`src/hdl/atp_pkg.sv`:
```
// shared widths, fixed-point constants and helper functions for the atan2 pipeline
// no dependencies; imported by atp_div, atp_poly, atan2_poly_approx and the bench
package atp_pkg;

    localparam int SAMPLE_WIDTH    = 16;
    localparam int ANGLE_FRAC_BITS = 13;
    localparam int ANGLE_W         = ANGLE_FRAC_BITS + 3;

    // magnitude of a sample, most negative value included
    localparam int MAG_W      = SAMPLE_WIDTH;
    // ratio min/max in unsigned q1.16
    localparam int RATIO_FRAC = 16;
    localparam int RATIO_W    = RATIO_FRAC + 1;

    // polynomial datapath in q24
    localparam int Q_INT    = 24;
    localparam int SQ_SHIFT = 2 * RATIO_FRAC - Q_INT;
    localparam int SQ_W     = Q_INT + 1;
    localparam int T_W      = 28;
    localparam int P_W      = 2 * T_W;
    localparam int RND_OUT  = Q_INT - ANGLE_FRAC_BITS;

    // divider: one quotient bit per step, at most DIV_BITS steps per stage
    localparam int DIV_STEPS  = RATIO_W;
    localparam int DIV_BITS   = 2;
    localparam int DIV_STAGES = (DIV_STEPS + DIV_BITS - 1) / DIV_BITS;

    localparam int POLY_STAGES = 9;

    localparam int K_C3_INT      = -780081;
    localparam int K_C2_INT      = 2672849;
    localparam int K_C1_INT      = -5496598;
    localparam int K_HALF_PI_INT = 26353590;
    localparam int K_PI_INT      = 52707180;

    localparam logic signed [T_W-1:0] K_C3      = T_W'(K_C3_INT);
    localparam logic signed [T_W-1:0] K_C2      = T_W'(K_C2_INT);
    localparam logic signed [T_W-1:0] K_C1      = T_W'(K_C1_INT);
    localparam logic signed [T_W-1:0] K_HALF_PI = T_W'(K_HALF_PI_INT);
    localparam logic signed [T_W-1:0] K_PI      = T_W'(K_PI_INT);

    // largest output magnitude, pi at the output scale
    localparam int ANGLE_MAX_INT = (K_PI_INT + (1 << (RND_OUT - 1))) >> RND_OUT;
    localparam logic signed [ANGLE_W-1:0] ANGLE_MAX = ANGLE_W'(ANGLE_MAX_INT);

    typedef struct packed {
        logic swap;   // |sin| > |cos|
        logic cneg;   // cos < 0
        logic sneg;   // sin < 0
        logic zero;   // both samples zero
    } t_side;

    // round half up, then drop n fraction bits
    function automatic logic signed [T_W-1:0] rnd_t(input logic signed [P_W-1:0] x,
                                                    input int n);
        logic signed [P_W:0] s;
        s = {x[P_W-1], x} + ((P_W + 1)'(1) << (n - 1));
        return T_W'(s >>> n);
    endfunction

    function automatic logic signed [P_W-1:0] mul_t(input logic signed [T_W-1:0] x,
                                                    input logic signed [T_W-1:0] y);
        logic signed [P_W-1:0] xe;
        logic signed [P_W-1:0] ye;
        xe = P_W'(x);
        ye = P_W'(y);
        return xe * ye;
    endfunction

endpackage

```
`src/hdl/atp_div.sv`:
```
// pipelined restoring divider: ratio = floor(min*2^16/max), up to 2 quotient bits a stage
// depends on atp_pkg
module atp_div
    import atp_pkg::*;
(
    input  logic               i_clk,
    input  logic               i_rst_n,
    input  logic               i_vld,
    input  logic [MAG_W-1:0]   i_mn,
    input  logic [MAG_W-1:0]   i_mx,
    input  t_side              i_side,
    output logic               o_vld,
    output logic [RATIO_W-1:0] o_ratio,
    output t_side              o_side
);

    logic               r_vld  [DIV_STAGES];
    logic [MAG_W-1:0]   r_rem  [DIV_STAGES];
    logic [MAG_W-1:0]   r_mx   [DIV_STAGES];
    logic [RATIO_W-1:0] r_q    [DIV_STAGES];
    t_side              r_side [DIV_STAGES];

    for (genvar s = 0; s < DIV_STAGES; s++) begin : g_stage
        logic               c_vld_in;
        t_side              c_side_in;
        logic [MAG_W-1:0]   c_rem_in;
        logic [MAG_W-1:0]   c_mx_in;
        logic [RATIO_W-1:0] c_q_in;
        logic               c_lsb;
        logic [MAG_W-1:0]   c_rem_out;
        logic [RATIO_W-1:0] c_q_out;

        if (s == 0) begin : g_first
            // the dividend lsb is fed in by the first step so every step shifts alike
            assign c_vld_in  = i_vld;
            assign c_side_in = i_side;
            assign c_rem_in  = {1'b0, i_mn[MAG_W-1:1]};
            assign c_lsb     = i_mn[0];
            assign c_mx_in   = i_mx;
            assign c_q_in    = '0;
        end else begin : g_next
            assign c_vld_in  = r_vld[s-1];
            assign c_side_in = r_side[s-1];
            assign c_rem_in  = r_rem[s-1];
            assign c_lsb     = 1'b0;
            assign c_mx_in   = r_mx[s-1];
            assign c_q_in    = r_q[s-1];
        end

        always_comb begin : p_step
            logic [MAG_W:0]     wide;
            logic [MAG_W-1:0]   rem;
            logic [RATIO_W-1:0] q;
            rem  = c_rem_in;
            q    = c_q_in;
            wide = '0;
            for (int b = 0; b < DIV_BITS; b++) begin
                if (s * DIV_BITS + b < DIV_STEPS) begin
                    wide = {rem, (b == 0) ? c_lsb : 1'b0};
                    if (wide >= {1'b0, c_mx_in}) begin
                        wide = wide - {1'b0, c_mx_in};
                        q    = {q[RATIO_W-2:0], 1'b1};
                    end else begin
                        q    = {q[RATIO_W-2:0], 1'b0};
                    end
                    rem = wide[MAG_W-1:0];
                end
            end
            c_rem_out = rem;
            c_q_out   = q;
        end

        always_ff @(posedge i_clk) begin
            if (!i_rst_n) begin
                r_vld[s] <= 1'b0;
            end else begin
                r_vld[s] <= c_vld_in;
            end
            r_rem[s]  <= c_rem_out;
            r_mx[s]   <= c_mx_in;
            r_q[s]    <= c_q_out;
            r_side[s] <= c_side_in;
        end
    end

    assign o_vld   = r_vld[DIV_STAGES-1];
    assign o_ratio = r_q[DIV_STAGES-1];
    assign o_side  = r_side[DIV_STAGES-1];

endmodule

```
`config.mk`:
```
export PLATFORM = sky130hd
export DESIGN_NAME = atp_div
export DESIGN_NICKNAME = d
export VERILOG_FILES = /design/src/hdl/atp_pkg.sv /design/src/hdl/atp_div.sv
export SDC_FILE = /design/constraint.sdc
export NUM_CORES = 1
export LEC_CHECK = 0
export BUFFER_PORTS_ARGS = -buffer_cell sky130_fd_sc_hd__buf_2
export CAP_MARGIN = 25
export CORE_UTILIZATION = 50
export DETAILED_ROUTE_END_ITERATION = 10
export PLACE_DENSITY = 0.66
export SYNTH_ARGS = -nofsm -noshare
export SYNTH_HDL_FRONTEND = slang
export SYNTH_SLANG_ARGS = --single-unit
```
`constraint.sdc`:
```
create_clock -name i_clk -period 10.8 [get_ports i_clk]
set_clock_uncertainty 0.2 [all_clocks]
set_input_delay 2.16 -clock i_clk [delete_from_list [all_inputs] [get_ports i_clk]]
set_output_delay 2.16 -clock i_clk [all_outputs]
set_load 0.05 [all_outputs]
```
==> results.sh, run 1 <==
export IMPL_cts_buffers=42
export IMPL_synthTopCellsByCount="390 x dfxtp_1, 264 x ha_1, 211 x inv_1"
export IMPL_syn_cell_area_sq_um=22800
export IMPL_stdcell_area_sq_um=25100
export IMPL_crit_path_max_fanout=19
export IMPL_final_setup_tns_ns=0
export IMPL_hold_class="reg -> reg"
export IMPL_status="finished, final reports clean"
export IMPL_antenna_cells=0
export IMPL_cts_hold_buf=0
export IMPL_cts_tree="yes"
export IMPL_ant_nets=0
export IMPL_h_tree_depth=2
export IMPL_synth_nets=2812
export IMPL_post_cts_resized=0
export IMPL_detail_route_wirelength_microns=56300
export IMPL_synth_flop_cell="dfxtp_1"
export IMPL_setup_viol=0
export IMPL_ys_seq_area_share_pct=34.3
export IMPL_vias=18100
export IMPL_crit_family="compound AO/OA/AOI/OAI gates"
export IMPL_min_period_ns=7.10
export IMPL_crit_arrival_ns=7.35
export IMPL_clk_pin_slew_ns=0.06
export IMPL_drive_above_1_share_pct=11.3
export IMPL_cts_root_buf="clkbuf_16"
export IMPL_maxCapViolations=0
export IMPL_grt_max_degree=28
export IMPL_reg2reg_setup_slack_ns=4.28
export IMPL_cts_path_max_buffers=3
export IMPL_endpoint_kind="register"
export IMPL_path_depth=21
export IMPL_antenna_found_initial=0
export IMPL_synth_top_area_share_pct=34.3
export IMPL_fill_cells=4020
export IMPL_critPathMaxStageDelay_ns=0.59
export IMPL_rr_startpoint="r_mx[0][17]$_DFF_P_"
export IMPL_via_per_inst=5.64
export IMPL_drv_slew=0
export IMPL_regArea_sq_um=7810
export IMPL_start_util_pct=51.0
export IMPL_ys_seq_elements=390
export IMPL_multi_input_area_sq_um=14000
export IMPL_gp_congestion=0.903
export IMPL_worstMarginPinSlew_ns=1.08
export IMPL_async_flop_share_pct=0
export IMPL_grt_pass1_vias=17800
export IMPL_syn_inst=2500
export IMPL_track_usage_pct=24.2
export IMPL_ios=61
export IMPL_whs_ns=0.105
export IMPL_critical_path_required_ns=11.05
export IMPL_cp_startpoint="i_mx[0]"
export IMPL_cts_setup_buffers=0
export IMPL_firstDrtPassIters=5
export IMPL_cpMaxStageDelayCell="and2_1"
export IMPL_finalCritPeriodShare_pct=65.7
export IMPL_synth_edff_count=0
export IMPL_rr_worst_depth=18
export IMPL_area_growth_syn_to_layout_pct=10.3
export IMPL_dp_hpwl_microns=45000
export IMPL_route_detailed_drc=0
export IMPL_nNetsFinal=2892
export IMPL_hold_violations=0
export IMPL_avgSynthCellArea_sq_um=9.11
export IMPL_reg2reg_to="r_rem[0][35]$_DFF_P_"
export IMPL_path_class="in -> reg"
export IMPL_grt_pass1_wl_microns=90800
export IMPL_yosysWarnings=0
export IMPL_rsz0062_at_grt="false"
export IMPL_core_sq_um=44600
export IMPL_fmax_ghz=0.141
export IMPL_clock_sinks=390
export IMPL_drt_iter0_markers=1165
export IMPL_fp_dieH_microns=215
export IMPL_synth_top_area_cell="dfxtp_1"
export IMPL_num_rows=77
export IMPL_insertion_delay_ns=0.57
export IMPL_dieArea_sq_um=46400
export IMPL_start_kind="primary input"
export IMPL_grt_overflow_total=0
export IMPL_place_area_sq_um=23700
export IMPL_cp_buffers_inverters=3
export IMPL_path_cells="buf_2 -> ha_1 -> inv_1 -> fa_1 -> a21o_1 -> a21oi_1 -> a21oi_1 -> o21bai_1 -> a21oi_2 -> buf_8 -> mux2_2 -> ha_1 -> o21ai_0 -> a21oi_1 -> nor3_1 -> o21ai_0 -> a221oi_1 -> o21ai_0 -> nand2_1 -> and2_1 -> mux2_2"
export IMPL_ys_types=85
export IMPL_endpoint="r_rem[0][2]$_DFF_P_"
export IMPL_netlist_top_cells_area="dfxtp_1 34%, ha_1 15%, mux2_2 5.2%"
export IMPL_slew_headroom_pct=28.0
export IMPL_io_buffer_count=60
export IMPL_wl_per_cell_microns=17.6
export IMPL_die_x_microns=215
export IMPL_yosysMostFrequentCell="dfxtp_1"
==> worst min path at each step <==
stage                       endpoint  depth (start not counted)  slack (ns)             startpoint
4_1_cts          r_q[0][137]$_DFF_P_                          0        0.11    r_q[0][119]$_DFF_P_
6_report         r_q[0][137]$_DFF_P_                          0        0.10    r_q[0][119]$_DFF_P_
3_5_place_dp    r_side[0][8]$_DFF_P_                          0        0.11   r_side[0][4]$_DFF_P_
2_1_floorplan    r_q[0][104]$_DFF_P_                          0        0.11     r_q[0][85]$_DFF_P_
5_1_grt          r_q[0][137]$_DFF_P_                          0        0.12    r_q[0][119]$_DFF_P_
3_3_place_gp   r_side[0][15]$_DFF_P_                          0        0.11  r_side[0][11]$_DFF_P_
==> worst reg2reg max path, stage by stage (launching register included) <==
cell and delay [ns]:
dfxtp_1 0.44, inv_1 0.14, ha_1 0.31, nor2b_1 0.14, o31a_1 0.31, o41ai_2 0.31
a21oi_1 0.20, nor3_1 0.28, o21ai_2 0.09, buf_4 0.23, mux2_2 0.34, ha_1 0.35
o21a_1 0.21, o31a_1 0.13, nor4_1 0.64, o311ai_0 0.39, o221ai_1 0.40, a21boi_2 0.83
mux2_2 0.44
==> flip-flops by register name, indices dropped and copies added, names as in the netlist <==
| signal | cells |
|---|---|
| r_rem | 128 |
| r_mx | 128 |
| r_vld | 9 |
| r_side | 36 |
| r_q | 89 |
==> layer usage <==
metal / track usage [%] / share of wire [%]
met1: 29.1 / 43
met2: 42.9 / 49
met3: 3.42 / 4.1
met4: 10.5 / 4.2
met5: 0 / 0
==> stage by stage <==
stage	cells	worst slack, ns	util, %
floorplan	2500	3.90	-
finish	3201	3.70	56.3
global placement	3126	3.14	53.1
detailed placement	3126	3.05	53.1
CTS	3199	3.64	56.2
global route	3201	3.37	56.3
==> cells in the final DEF (no fill, tap or decap), drive strengths merged, types with 8 or more instances in the layout <==
cell | netlist | layout
a211o | 12 | 12
a211oi | 24 | 24
a21o | 75 | 75
a21oi | 184 | 184
a31o | 8 | 8
a31oi | 24 | 24
and2 | 23 | 23
buf | 19 | 67
clkbuf | 13 | 58
dfxtp | 390 | 390
fa | 9 | 9
ha | 264 | 264
inv | 213 | 215
mux2 | 140 | 140
nand2 | 166 | 166
nand2b | 32 | 32
nand3 | 28 | 28
nand4 | 37 | 37
nor2 | 153 | 153
nor2b | 28 | 28
nor3 | 63 | 63
o211ai | 12 | 12
o21a | 46 | 46
o21ai | 152 | 152
o21bai | 30 | 30
o31ai | 13 | 13
o41ai | 10 | 10
or2 | 15 | 15
or3 | 11 | 11
xnor2 | 128 | 128
xor2 | 66 | 66
==> layout make-up <==
| cell class | instances | share of cell area (%) |
|---|---|---|
| inverter | 213 | 3.18 |
| sequential | 390 | 31.1 |
| multi-input combinational | 1865 | 55.8 |
| tap | 592 | 2.95 |
| timing repair buffer | 68 | 1.49 |
| clock buffer | 58 | 4.79 |
| clock inverter | 15 | 0.683 |
==> cell families after synthesis <==
kind of cell,count (synthesis),share of synthesized area [%]
and+or+nand+nor,585,12.2
muxes,146,7.44
adders and majority gates,273,15.3
buffers and inverters,245,4.23
xor gates and xnor gates,194,7.46
DFF,390,34.3
AOI/OAI and AO/OA,667,19.1
Power of run 1 is not shown: default switching activity piles up to over one toggle a cycle in this logic, so the estimate is an artifact.
==> run 2, diff against run 1 <==
PLACE_DENSITY = 0.69   (was 0.66)
clock period = 6.15 ns   (was 10.8 ns; I/O delays follow)
==> results.sh, run 2 (synthesized netlist as in run 1, its figures left out) <==
export IMPL_maxCapViolations=0
export IMPL_final_setup_tns_ns=0
export IMPL_grt_max_degree=24
export IMPL_antenna_cells=0
export IMPL_drive_above_1_share_pct=12.5
export IMPL_drt_iter0_markers=1106
export IMPL_status="finished, final reports clean"
export IMPL_cts_tree="yes"
export IMPL_die_x_microns=215
export IMPL_route_detailed_drc=0
export IMPL_grt_pass1_wl_microns=88800
export IMPL_start_kind="register"
export IMPL_path_class="reg -> reg"
export IMPL_clk_pin_slew_ns=0.06
export IMPL_critPathMaxStageDelay_ns=0.55
export IMPL_firstDrtPassIters=5
export IMPL_antenna_found_initial=1
export IMPL_post_route_util_pct=56.8
export IMPL_via_per_inst=5.64
export IMPL_ant_nets=0
export IMPL_finalCritPeriodShare_pct=93.6
export IMPL_gp_congestion=0.911
export IMPL_worstMarginPinSlew_ns=0.756
export IMPL_reg_largest_list="r_mx x128, r_rem x128, r_q x89"
export IMPL_cts_buffers=42
export IMPL_cpMaxStageDelayCell="o21ai_2"
export IMPL_fill_cells=3966
export IMPL_grt_pass1_vias=17900
export IMPL_track_usage_pct=23.5
export IMPL_drv_slew=0
export IMPL_min_period_ns=5.75
export IMPL_slew_headroom_pct=49.6
export IMPL_clock_sinks=390
export IMPL_fmax_ghz=0.174
export IMPL_mostFrequentLayoutCell="dfxtp_1"
export IMPL_hold_class="reg -> reg"
export IMPL_detail_route_wirelength_microns=55100
export IMPL_dp_hpwl_microns=44200
export IMPL_ios=61
export IMPL_wl_per_cell_microns=17.1
export IMPL_core_sq_um=44600
export IMPL_nNetsFinal=2921
export IMPL_path_cells="inv_1 -> ha_1 -> nor2b_1 -> o31a_1 -> o41ai_2 -> a21oi_1 -> nor3_1 -> o21ai_2 -> buf_4 -> mux2_2 -> ha_1 -> and3_1 -> nand4_1 -> o311ai_1 -> o221ai_1 -> a21boi_2 -> buf_4 -> mux2_1"
export IMPL_critical_path_required_ns=6.37
export IMPL_cts_hold_buf=0
export IMPL_insertion_delay_ns=0.56
export IMPL_io_buffer_count=60
export IMPL_endpoint_kind="register"
export IMPL_crit_path_max_fanout=16
export IMPL_dieArea_sq_um=46400
export IMPL_fp_dieH_microns=215
export IMPL_rsz0062_at_grt="false"
export IMPL_num_rows=77
export IMPL_start_util_pct=51.0
export IMPL_area_growth_syn_to_layout_pct=11.4
export IMPL_setup_viol=0
export IMPL_layout_common_cells="390 x dfxtp_1, 264 x ha_1, 211 x inv_1, 183 x a21oi_1, 166 x nand2_1"
export IMPL_cts_root_buf="clkbuf_16"
export IMPL_cts_path_max_buffers=3
export IMPL_crit_arrival_ns=5.97
export IMPL_vias=18200
export IMPL_h_tree_depth=2
export IMPL_grt_overflow_total=0
export IMPL_hold_violations=0
## run 2: changes by cell type in the layout (fill, tap and decap cells not counted), moves of 2 or more
cell and change:
buf_4 +31, clkbuf_1 -4, clkbuf_8 -2, clkinv_4 +2
inv_8 +3
## run 2: layout make-up
| type | instances | area (sq um) | area share [%] |
|---|---|---|---|
| Tap cell | 592 | 741 | 2.92 |
| Inverter | 213 | 800 | 3.15 |
| Clock buffer | 52 | 1160 | 4.57 |
| Sequential cell | 390 | 7810 | 30.8 |
| Clock inverter | 22 | 259 | 1.02 |
| Multi-Input combinational cell | 1865 | 14000 | 55.3 |
| Timing Repair Buffer | 97 | 578 | 2.28 |
## run 2: worst max-delay path, delay by kind of cell (launching register included)
family	cells	cell delay [ns]
AO/OA/AOI/OAI	7	2.27
multiplexers	2	0.73
adder cells (fa/ha/maj)	2	0.68
buffers and inverters	3	0.67
AND/OR/NAND/NOR	4	0.62
flip-flops	1	0.43
## run 2: worst paths after layout
kind	end	start	slack, ns	depth (start not counted)
setup / recovery	r_rem[0][39]$_DFF_P_	r_mx[0][17]$_DFF_P_	0.40	18
hold / removal	r_side[0][33]$_DFF_P_	r_side[0][29]$_DFF_P_	0.1	0
setup reg to reg	r_rem[0][39]$_DFF_P_	r_mx[0][17]$_DFF_P_	0.40	18
hold reg to reg	r_side[0][33]$_DFF_P_	r_side[0][29]$_DFF_P_	0.1	0
## run 2: timing repair
item,4_1_cts,5_1_grt
buffers inserted,0,0
gates resized for setup,0,1
setup endpoints to repair,0,11
## run 2: routing by layer
layer  GRT usage [%]  up-vias  part of all wire, %
met5               0        -                    0
met4            11.0        0                  4.5
met3            3.02      134                  4.2
met2            42.6      429                   49
met1            27.2     8538                   42
li1                -     9135                    -
## run 2: metrics by stage
step	area (sq um)	setup slack, ns	hold WS (ns)	std cells
after floorplan	22800	0.183	0.110	2500
after global placement	23900	0.180	0.109	3157
after detailed placement	23900	0.129	0.112	3157
after CTS	25400	0.274	0.0890	3231
after global routing	25400	0.102	0.0977	3231
final	25400	0.396	0.0958	3231
Power of run 2 is left out for the same reason.
